==> src/sv/dog_pkg.sv <==
// ----------------------------------------------------------------------------
// dog_pkg
// shared types and constants of the dog extremum detector
// ----------------------------------------------------------------------------
package dog_pkg;

  // default sizing
  localparam int DEF_MAX_WIDTH   = 2048;
  localparam int DEF_MAX_HEIGHT  = 4096;
  localparam int DEF_SAMPLE_BITS = 16;

  // register widths and reset values
  localparam int THR_W   = 15;
  localparam int CFG_W_W = 12;
  localparam int CFG_H_W = 13;
  localparam logic [THR_W-1:0]   THR_RST    = 15'd983;
  localparam logic [CFG_W_W-1:0] WIDTH_RST  = 12'd640;
  localparam logic [CFG_H_W-1:0] HEIGHT_RST = 13'd480;

  // apb port
  localparam int CFG_ADDR_W = 4;
  localparam int CFG_DATA_W = 32;

  typedef enum logic [1:0] {
    REG_THRESHOLD = 2'd0,
    REG_WIDTH     = 2'd1,
    REG_HEIGHT    = 2'd2
  } cfg_reg_t;

  // per-lane compare result against the window centre
  typedef struct packed {
    logic gt_all;   // centre above every neighbor of the lane
    logic lt_all;   // centre below every neighbor of the lane
  } lane_flags_t;

  // per-item control bits entering the merge stage
  typedef struct packed {
    logic center_valid;
    logic contrast_ok;
    logic frame_last;
  } item_meta_t;

  // result flags, center_valid in the lowest bit
  typedef struct packed {
    logic is_maximum;
    logic is_candidate;
    logic center_valid;
  } out_flags_t;

endpackage

==> src/sv/dog_merge.sv <==
// ----------------------------------------------------------------------------
// dog_merge
// combines the lane compare flags into the registered result item
// ----------------------------------------------------------------------------
module dog_merge #(
  parameter int COL_W = 11,
  parameter int ROW_W = 12
) (
  input  logic                 clk,
  input  logic                 load,
  input  dog_pkg::lane_flags_t lane_flags [3],
  input  dog_pkg::item_meta_t  meta,
  input  logic [COL_W-1:0]     x,
  input  logic [ROW_W-1:0]     y,
  output dog_pkg::out_flags_t  flags_r,
  output logic [COL_W-1:0]     x_r,
  output logic [ROW_W-1:0]     y_r,
  output logic                 last_r
);
  import dog_pkg::*;

  logic       is_max;
  logic       is_min;
  out_flags_t flags_nxt;

  assign is_max = lane_flags[0].gt_all & lane_flags[1].gt_all & lane_flags[2].gt_all;
  assign is_min = lane_flags[0].lt_all & lane_flags[1].lt_all & lane_flags[2].lt_all;

  always_comb begin
    flags_nxt.center_valid = meta.center_valid;
    flags_nxt.is_candidate = meta.center_valid & meta.contrast_ok & (is_max | is_min);
    flags_nxt.is_maximum   = flags_nxt.is_candidate & is_max;
  end

  always_ff @(posedge clk) begin
    if (load) begin
      flags_r <= flags_nxt;
      x_r     <= meta.center_valid ? x : '0;
      y_r     <= meta.center_valid ? y : '0;
      last_r  <= meta.frame_last;
    end
  end

endmodule

==> config.mk <==
export PLATFORM = sky130hd
export DESIGN_NAME = dog_merge
export DESIGN_NICKNAME = d
export VERILOG_FILES = /design/src/sv/dog_pkg.sv /design/src/sv/dog_merge.sv
export SDC_FILE = /design/constraint.sdc
export NUM_CORES = 1
export LEC_CHECK = 0
export BUFFER_PORTS_ARGS = -buffer_cell sky130_fd_sc_hd__buf_4
export CAP_MARGIN = 20
export CORE_ASPECT_RATIO = 0.6
export CORE_MARGIN = 1
export CORE_UTILIZATION = 30
export CTS_CLUSTER_DIAMETER = 150
export DETAILED_ROUTE_END_ITERATION = 7
export PLACE_DENSITY = 0.73
export SYNTH_ARGS = -nofsm -noshare
export SYNTH_HDL_FRONTEND = slang
export SYNTH_SLANG_ARGS = --single-unit
==> constraint.sdc <==
create_clock -name clk -period 0.8 [get_ports clk]
set_clock_uncertainty 0.15 [all_clocks]
set_input_delay 0.16 -clock clk [delete_from_list [all_inputs] [get_ports clk]]
set_output_delay 0.16 -clock clk [all_outputs]
set_load 0.05 [all_outputs]
==> results.py, run 1 <==
metrics = {
    "power_and_ir_drop": {
        "peakVddDrop_mv": 0.9621,
        "p_leak_nw": 0.7230,
        "power_density_mw_per_mm2": 1976,
    },
    "logic_synthesis": {
        "synth_fp_nets": 91,
        "synth.top_cells.by_area": "edfxtp_1, and2_2, and2_1",
        "synth.distinct_cells": 8,
        "post-synth-top-area-cell": "edfxtp_1",
        "synthCells": 57,
        "yosysSeqAreaShare": 0.7941,
        "ys_warn_count": 0,
        "yosysTopAreaCellShare": 0.7941,
        "ys_ff_latch": 27,
        "syn-cell-area_mm2": 0.001021,
        "synth_area_per_cell_um2": 17.91,
    },
    "timing": {
        "fmax_mhz": 837.0,
        "hold_viol_final": 1,
        "setup_viol": 27,
        "whs_ns": -0.09206,
        "period_needed_ns": 1.195,
        "worstMarginPinSlew_ns": 0.2148,
        "finalCritPeriodShare": 1.493,
        "rsz0062_at_grt": "yes",
        "setup_ws_ns": -0.3948,
        "drv_slew": 0,
        "slew_headroom": 0.8568,
    },
    "clock_tree": {
        "cts.reportedPaths.clkPinSlew_ns": 0.09,
        "cts_buffer_depth": 2,
        "cts_buffers": 3,
        "cts-htree-levels": 1,
        "cts_tree": "done",
        "root_buffer": "clkbuf_8",
        "cts_sinks": 27,
    },
    "placement": {
        "io_buffer_count": 60,
        "place.gp.congestion": 0.6337,
        "dp_slack_ns": -0.1504,
        "placed_area_mm2": 0.001559,
    },
    "critical_path": {
        "end_kind": "output port",
        "path_cells": "buf_6",
        "critPathLaunchType": "register",
        "crit_path_max_incr_delay_ns": 0.43,
        "required_ns": 0.49,
        "critPathKind": "register to output port",
        "worstPathArrival_ns": 0.88,
        "path_buf_inv": 1,
        "cpMaxStageDelayCell": "edfxtp_1",
        "crit_fanout": 1,
        "cpLargestDelayFamily": "flip-flops",
        "crit_start": "flags_r[1]$_DFFE_PP_",
    },
    "drt": {
        "ant_nets": 0,
        "vias_per_cell": 4.184,
        "firstDrtPassIters": 3,
        "routedWlPerCell_um": 12.80,
        "drt_wl_total_um": 2087,
        "via_count": 682,
        "drtIter0Drc": 33,
        "drc_errors": 0,
    },
    "final_layout": {
        "final_area_mm2": 0.001707,
        "drive_gt1_frac": 0.6860,
        "antenna_cells": 0,
        "syn_to_final_growth_pct": 67.16,
        "nets": 156,
    },
    "grt": {
        "antenna_found_initial": 0,
        "grt.total_usage": 0.1201,
        "grt_pass1_wl_um": 3098,
        "grt_pass1_vias": 691,
        "grt_max_degree": 26,
        "gr-total-overflow": 0,
    },
    "status": {
        "violations": "hold timing, setup timing",
        "status": "finished, violations left",
    },
    "floorplan": {
        "die_h_um": 47.19,
        "start_util": 0.3358,
        "floorplan.core_area_mm2": 0.003040,
        "dieArea_mm2": 0.003648,
        "floorplan.rows": 15,
        "io_pins": 61,
        "fp.dieW_um": 77.32,
    },
    "min_path": {
        "hold_class": "input pin to register",
        "min_from": "meta[0]",
    },
    "flow_run": {
        "maxCapViolCount": 0,
    },
}
timing repair:
| action | 4_1_cts | 5_1_grt |
|---|---|---|
| buffers inserted | 0 | 0 |
| gates resized for setup | 27 | 0 |
| endpoints found under the hold margin | 1 | 1 |
| pin swaps | 0 | 0 |
| setup endpoints to repair | 27 | 27 |
| cloned | 0 | 0 |
cells by family after synthesis:
group	Yosys count	synth area share
AND/OR/NAND/NOR	27	0.1789
flip-flops	27	0.7941
buffers and inverters	2	0.02206
AO/OA/AOI/OAI	1	0.004897
cells in the mapped netlist:
library cell  instances
edfxtp_1             27
nand2_1               1
buf_6                 2
nor2_1                1
and2_2               17
nand3_1               2
a21oi_1               1
and2_1                6
layer usage:
layer,wire (um),vias to the layer above,track usage
li1,-,328,-
met1,764,317,0.1324
met2,1072,35,0.1982
met3,245,2,0.07184
met4,4,0,0.04528
met5,0,-,0
per-stage QoR:
stage          setup TNS, ns  cells  power, mW  utilization
2_1_floorplan         -2.986     57      2.220            -
3_3_place_gp          -5.791    159      2.545       0.5128
3_5_place_dp          -6.438    159      2.559       0.5128
4_1_cts               -9.667    163      3.417       0.5613
5_1_grt               -10.29    163      3.505       0.5613
6_report              -9.306    163      3.372       0.5613
cell type report:
cell class | count | area, um^2
well taps | 42 | 52.55
fillers | 273 | 1334
clock buffers | 3 | 41.29
flip-flops and latches | 27 | 810.8
clock inverters | 1 | 5.005
multi-input cells | 28 | 205.2
repair buffers | 62 | 591.8
flip-flops by register name (all words and copies together), names as in the netlist:
name     cells
y_r         12
x_r         11
flags_r      3
last_r       1
layout by cell type, fill, tap and decap left out:
cell type   n
buf_6      27
nor2_1      1
buf_4      33
nand2_1     1
clkinv_2    1
and2_1      6
and2_2      3
clkbuf_8    3
buf_12      2
and2_4     14
a21oi_1     1
nand3_1     2
edfxtp_1   27
final timing paths:
check	end	slack, ns	cells past startpoint
min	last_r$_DFFE_PP_	-0.09	1
max	flags_r[1]	-0.39	1
power breakdown:
part,total [mW],switching [mW],internal [mW]
Combinational,0.876,0.500,0.376
Sequential,1.73,0.0519,1.68
Clock,0.764,0.415,0.349
Total,3.37,0.967,2.40
Power figures use the tool's default switching activity.
==> run 2, diff against run 1 <==
MAX_ROUTING_LAYER = met4   (was default)
==> run 2 against run 1 <==
The run still ends with hold timing, setup timing left. Critical path depth stayed put. Final area unchanged. First-iteration DRC count is 12% lower. Combinational power is essentially flat. Critical path type unchanged. Critical endpoint unchanged. Largest cell class unchanged. Largest power group unchanged.
==> results.py, run 2 (synthesis gave the netlist of run 1 again) <==
metrics = {
    "status": {
        "status": "finished, violations left",
        "violations": "hold timing, setup timing",
    },
    "power_and_ir_drop": {
        "p_total_mw": 3.370,
        "seq_power_share": 0.514,
        "peakVddDrop_mv": 0.9586,
        "comb_power_share": 0.260,
        "p_int_mw": 2.404,
        "p_switching_mw": 0.9657,
        "p_sw_frac": 0.2866,
        "p_leak_nw": 0.7230,
        "power_density_mw_per_mm2": 1975,
        "clkPwrFrac": 0.226,
    },
    "drt": {
        "drt_wl_total_um": 2087,
        "routedWlPerCell_um": 12.80,
        "ant_nets": 0,
        "via_count": 684,
        "firstDrtPassIters": 3,
        "drtIter0Drc": 29,
        "drc_errors": 0,
        "vias_per_cell": 4.196,
    },
    "timing": {
        "period_needed_ns": 1.193,
        "setup_ws_ns": -0.3934,
        "drv_slew": 0,
        "whs_ns": -0.09220,
        "slew_headroom": 0.8581,
        "worstMarginPinSlew_ns": 0.2129,
        "setup_viol": 27,
        "rsz0062_at_grt": "yes",
        "tns_ns": -9.294,
        "fmax_mhz": 838.0,
        "finalCritPeriodShare": 1.492,
        "hold_viol_final": 1,
    },
    "critical_path": {
        "crit_path_max_incr_delay_ns": 0.43,
        "crit_fanout": 1,
        "cpMaxStageDelayCell": "edfxtp_1",
        "path_buf_inv": 1,
        "worstPathArrival_ns": 0.88,
        "critPathKind": "register to output port",
        "critPathLaunchType": "register",
        "path_cells": "buf_6",
        "cpLargestDelayFamily": "flip-flops",
        "end_kind": "output port",
        "required_ns": 0.49,
    },
    "final_layout": {
        "antenna_cells": 0,
        "final_common_cell": "buf_4",
        "reg.largest.list": "y_r: 12 flops, x_r: 11 flops, flags_r: 3 flops",
        "final_area_mm2": 0.001707,
        "fill_cells": 273,
        "drive_gt1_frac": 0.6860,
        "largest_reg_flops": 12,
        "utilization": 0.5613,
        "regMostFlops": "y_r",
        "syn_to_final_growth_pct": 67.16,
        "final_cell_mix": "buf_4, edfxtp_1, buf_6",
        "nets": 156,
    },
    "clock_tree": {
        "cts_sinks": 27,
        "root_buffer": "clkbuf_8",
        "cts_tree": "done",
        "cts-htree-levels": 1,
        "cts_buffers": 3,
        "cts_buffer_depth": 2,
        "cts.reportedPaths.clkPinSlew_ns": 0.09,
    },
    "floorplan": {
        "fp.dieW_um": 77.32,
        "floorplan.rows": 15,
        "io_pins": 61,
        "dieArea_mm2": 0.003648,
        "die_h_um": 47.19,
        "floorplan.core_area_mm2": 0.003040,
        "start_util": 0.3358,
    },
    "grt": {
        "grt_max_degree": 26,
        "antenna_found_initial": 0,
        "grt_pass1_vias": 688,
        "gr-total-overflow": 0,
        "grt_pass1_wl_um": 3098,
        "grt.total_usage": 0.1245,
    },
    "placement": {
        "io_buffer_count": 60,
        "dp_slack_ns": -0.1504,
        "placed_area_mm2": 0.001559,
        "place.gp.congestion": 0.6388,
    },
    "flow_run": {
        "maxCapViolCount": 0,
    },
    "min_path": {
        "hold_class": "input pin to register",
    },
}
[run 2: cell counts in the layout (fill, tap and decap cells not counted)]
Identical to the previous run, type by type.
[run 2: power by group through the flow]
stage / Combinational, mW / Clock (mW) / Sequential [mW]
after global routing: 0.910 / 0.853 / 1.74
after floorplan: 0.0938 / 0 / 2.13
final: 0.876 / 0.763 / 1.73
after detailed placement: 0.818 / 0 / 1.74
after CTS: 0.882 / 0.802 / 1.73
after global placement: 0.810 / 0 / 1.74
[run 2: final timing paths]
path	start	endpoint	slack, ns	depth (start not counted)
setup / recovery	flags_r[1]$_DFFE_PP_	flags_r[1]	-0.39	1
hold / removal	meta[0]	last_r$_DFFE_PP_	-0.09	1
[run 2: layout make-up]
cell class              instances  area [um^2]  share of cell area
clock buffers                   3        41.29             0.02419
flip-flops and latches         27        810.8              0.4751
repair buffers                 62        591.8              0.3468
well taps                      42        52.55             0.03079
multi-input cells              28        205.2              0.1202
clock inverters                 1        5.005            0.002933
[run 2: metal layers]
layer  up-vias  global-route usage  wire (um)
met5         -                   -          0
met4         0             0.04528          4
met3         2             0.06214        204
met2        35              0.1982       1067
met1       319              0.1385        810
li1        328                   -          -
[run 2: stage by stage]
step | hold slack, ns | std cells
after floorplan | 0.1089 | 57
after global placement | 0.1911 | 159
after detailed placement | 0.1929 | 159
after CTS | -0.09925 | 163
after global routing | -0.1127 | 163
final | -0.09220 | 163
[run 2: timing repair]
action / in CTS / in global routing
gates resized for setup: 27 / 0
pin swaps: 0 / 0
hold endpoints to repair: 1 / 1
setup buffers: 0 / 0
setup endpoints to repair: 27 / 27
==> run 3, diff against run 2 <==
BUFFER_PORTS_ARGS = -buffer_cell sky130_fd_sc_hd__buf_2   (was -buffer_cell sky130_fd_sc_hd__buf_4)
CTS_CLUSTER_DIAMETER = 40   (was 150)
SKIP_LAST_GASP = 1   (was default)
==> run 3 against run 2 <==
The flow still finishes with violations (hold timing, setup timing). Clock power fell by 2%. Final area down 4.8%. Sequential share of layout area grew 2.4 points. Via count fell by 2.3%. Critical endpoint is now x_r[6]. Largest power group unchanged.
==> results.py, run 3 (synthesis gave the netlist of run 1 again) <==
metrics = {
    "timing": {
        "rsz0062_at_grt": "yes",
        "slew_headroom": 0.8523,
        "hold_viol_final": 1,
        "drv_slew": 0,
        "whs_ns": -0.08625,
        "fmax_mhz": 867.9,
        "worstMarginPinSlew_ns": 0.2215,
        "setup_ws_ns": -0.3522,
        "finalCritPeriodShare": 1.440,
        "period_needed_ns": 1.152,
        "setup_viol": 27,
    },
    "grt": {
        "grt_pass1_vias": 677,
        "antenna_found_initial": 0,
        "gr-total-overflow": 0,
        "grt.total_usage": 0.1176,
        "grt_max_degree": 26,
        "grt_pass1_wl_um": 3036,
    },
    "final_layout": {
        "utilization": 0.5346,
        "final-seq-area_um2": 810.8,
        "final_common_cell": "buf_2",
        "multi_input_area_um2": 205.2,
        "nets": 156,
        "syn_to_final_growth_pct": 59.19,
        "final_area_mm2": 0.001625,
        "drive_gt1_frac": 0.6777,
        "largest_reg_flops": 12,
        "regMostFlops": "y_r",
        "final_cell_mix": "buf_2, edfxtp_1, buf_6",
        "reg.largest.list": "y_r: 12 flops, x_r: 11 flops, flags_r: 3 flops",
        "fill_cells": 265,
        "antenna_cells": 0,
    },
    "clock_tree": {
        "cts.reportedPaths.clkPinSlew_ns": 0.09,
        "cts_sinks": 27,
        "cts-htree-levels": 1,
        "cts_buffers": 3,
        "root_buffer": "clkbuf_8",
        "cts_setup_buffers": 0,
        "cts_tree": "done",
        "cts_buffer_depth": 2,
    },
    "critical_path": {
        "crit_end": "x_r[6]",
        "crit_path_max_incr_delay_ns": 0.41,
        "path_buf_inv": 1,
        "critPathKind": "register to output port",
        "crit_cells": 1,
        "end_kind": "output port",
        "crit_fanout": 1,
        "worstPathArrival_ns": 0.84,
        "path_cells": "buf_6",
        "cpMaxStageDelayCell": "edfxtp_1",
        "required_ns": 0.49,
        "crit_start": "x_r[6]$_SDFFCE_PN0P_",
        "cpLargestDelayFamily": "flip-flops",
        "critPathLaunchType": "register",
    },
    "power_and_ir_drop": {
        "peakVddDrop_mv": 1.139,
        "p_leak_nw": 0.6922,
        "p_total_mw": 3.302,
        "power_density_mw_per_mm2": 2032,
    },
    "placement": {
        "io_buffer_count": 60,
        "dp_slack_ns": -0.2368,
        "placed_area_mm2": 0.001409,
        "place.gp.congestion": 0.5985,
    },
    "floorplan": {
        "die_h_um": 47.19,
        "dieArea_mm2": 0.003648,
        "io_pins": 61,
        "start_util": 0.3358,
        "floorplan.core_area_mm2": 0.003040,
        "fp.dieW_um": 77.32,
        "floorplan.rows": 15,
    },
    "status": {
        "violations": "hold timing, setup timing",
        "status": "finished, violations left",
    },
    "drt": {
        "drc_errors": 0,
        "drt_wl_total_um": 1826,
        "firstDrtPassIters": 2,
        "ant_nets": 0,
        "drtIter0Drc": 27,
        "routedWlPerCell_um": 11.20,
        "vias_per_cell": 4.098,
        "via_count": 668,
    },
    "flow_run": {
        "maxCapViolCount": 0,
    },
    "min_path": {
        "hold_class": "input pin to register",
        "min_from": "meta[0]",
    },
}
[run 3: cell count changes in the layout (fill, tap and decap cells not counted), sizes merged]
cell    change
buf         -1
clkbuf      +2
clkinv      -1
[run 3: where the power goes]
group,leakage (nW),switching (mW),internal [mW],total [mW]
clock,0.0228,0.391,0.356,0.747
sequential,0.260,0.0494,1.68,1.73
combinational,0.409,0.495,0.332,0.827
total,0.692,0.935,2.37,3.30
[run 3: final cells by class]
type                            instances  share of cell area
Clock buffer                            4             0.02771
Multi-Input combinational cell         28              0.1263
Sequential cell                        27              0.4988
Tap cell                               42             0.03233
Timing Repair Buffer                   62              0.3149
[run 3: layer usage]
| layer | wire length, um | share of wire | vias to the layer above | GRT usage |
|---|---|---|---|---|
| li1 | - | - | 327 | - |
| met1 | 714 | 0.39 | 308 | 0.1226 |
| met2 | 928 | 0.51 | 33 | 0.2071 |
| met3 | 183 | 0.10 | 0 | 0.06019 |
| met4 | 0 | 0 | 0 | 0.02264 |
| met5 | 0 | 0 | - | - |
[run 3: metrics by stage]
| stage | std cells | TNS, ns |
|---|---|---|
| 4_1_cts | 163 | -9.396 |
| 3_5_place_dp | 159 | -9.437 |
| 2_1_floorplan | 57 | -2.986 |
| 5_1_grt | 163 | -10.00 |
| 3_3_place_gp | 159 | -8.548 |
| 6_report | 163 | -8.953 |
[run 3: how the worst min path moves through the flow]
stage | slack (ns) | end | cells past startpoint
3_5_place_dp | 0.19 | last_r$_DFFE_PP_ | 1
2_1_floorplan | 0.11 | flags_r[0]$_DFFE_PP_ | 0
3_3_place_gp | 0.19 | last_r$_DFFE_PP_ | 1
4_1_cts | -0.09 | last_r$_DFFE_PP_ | 1
5_1_grt | -0.09 | last_r$_DFFE_PP_ | 1
6_report | -0.09 | last_r$_DFFE_PP_ | 1
[run 3: repair_timing]
item	4_1_cts	5_1_grt
gates resized for setup	54	1
endpoints found under the setup margin	27	29
cloned	0	0
endpoints found under the hold margin	1	1
pin swaps	0	0
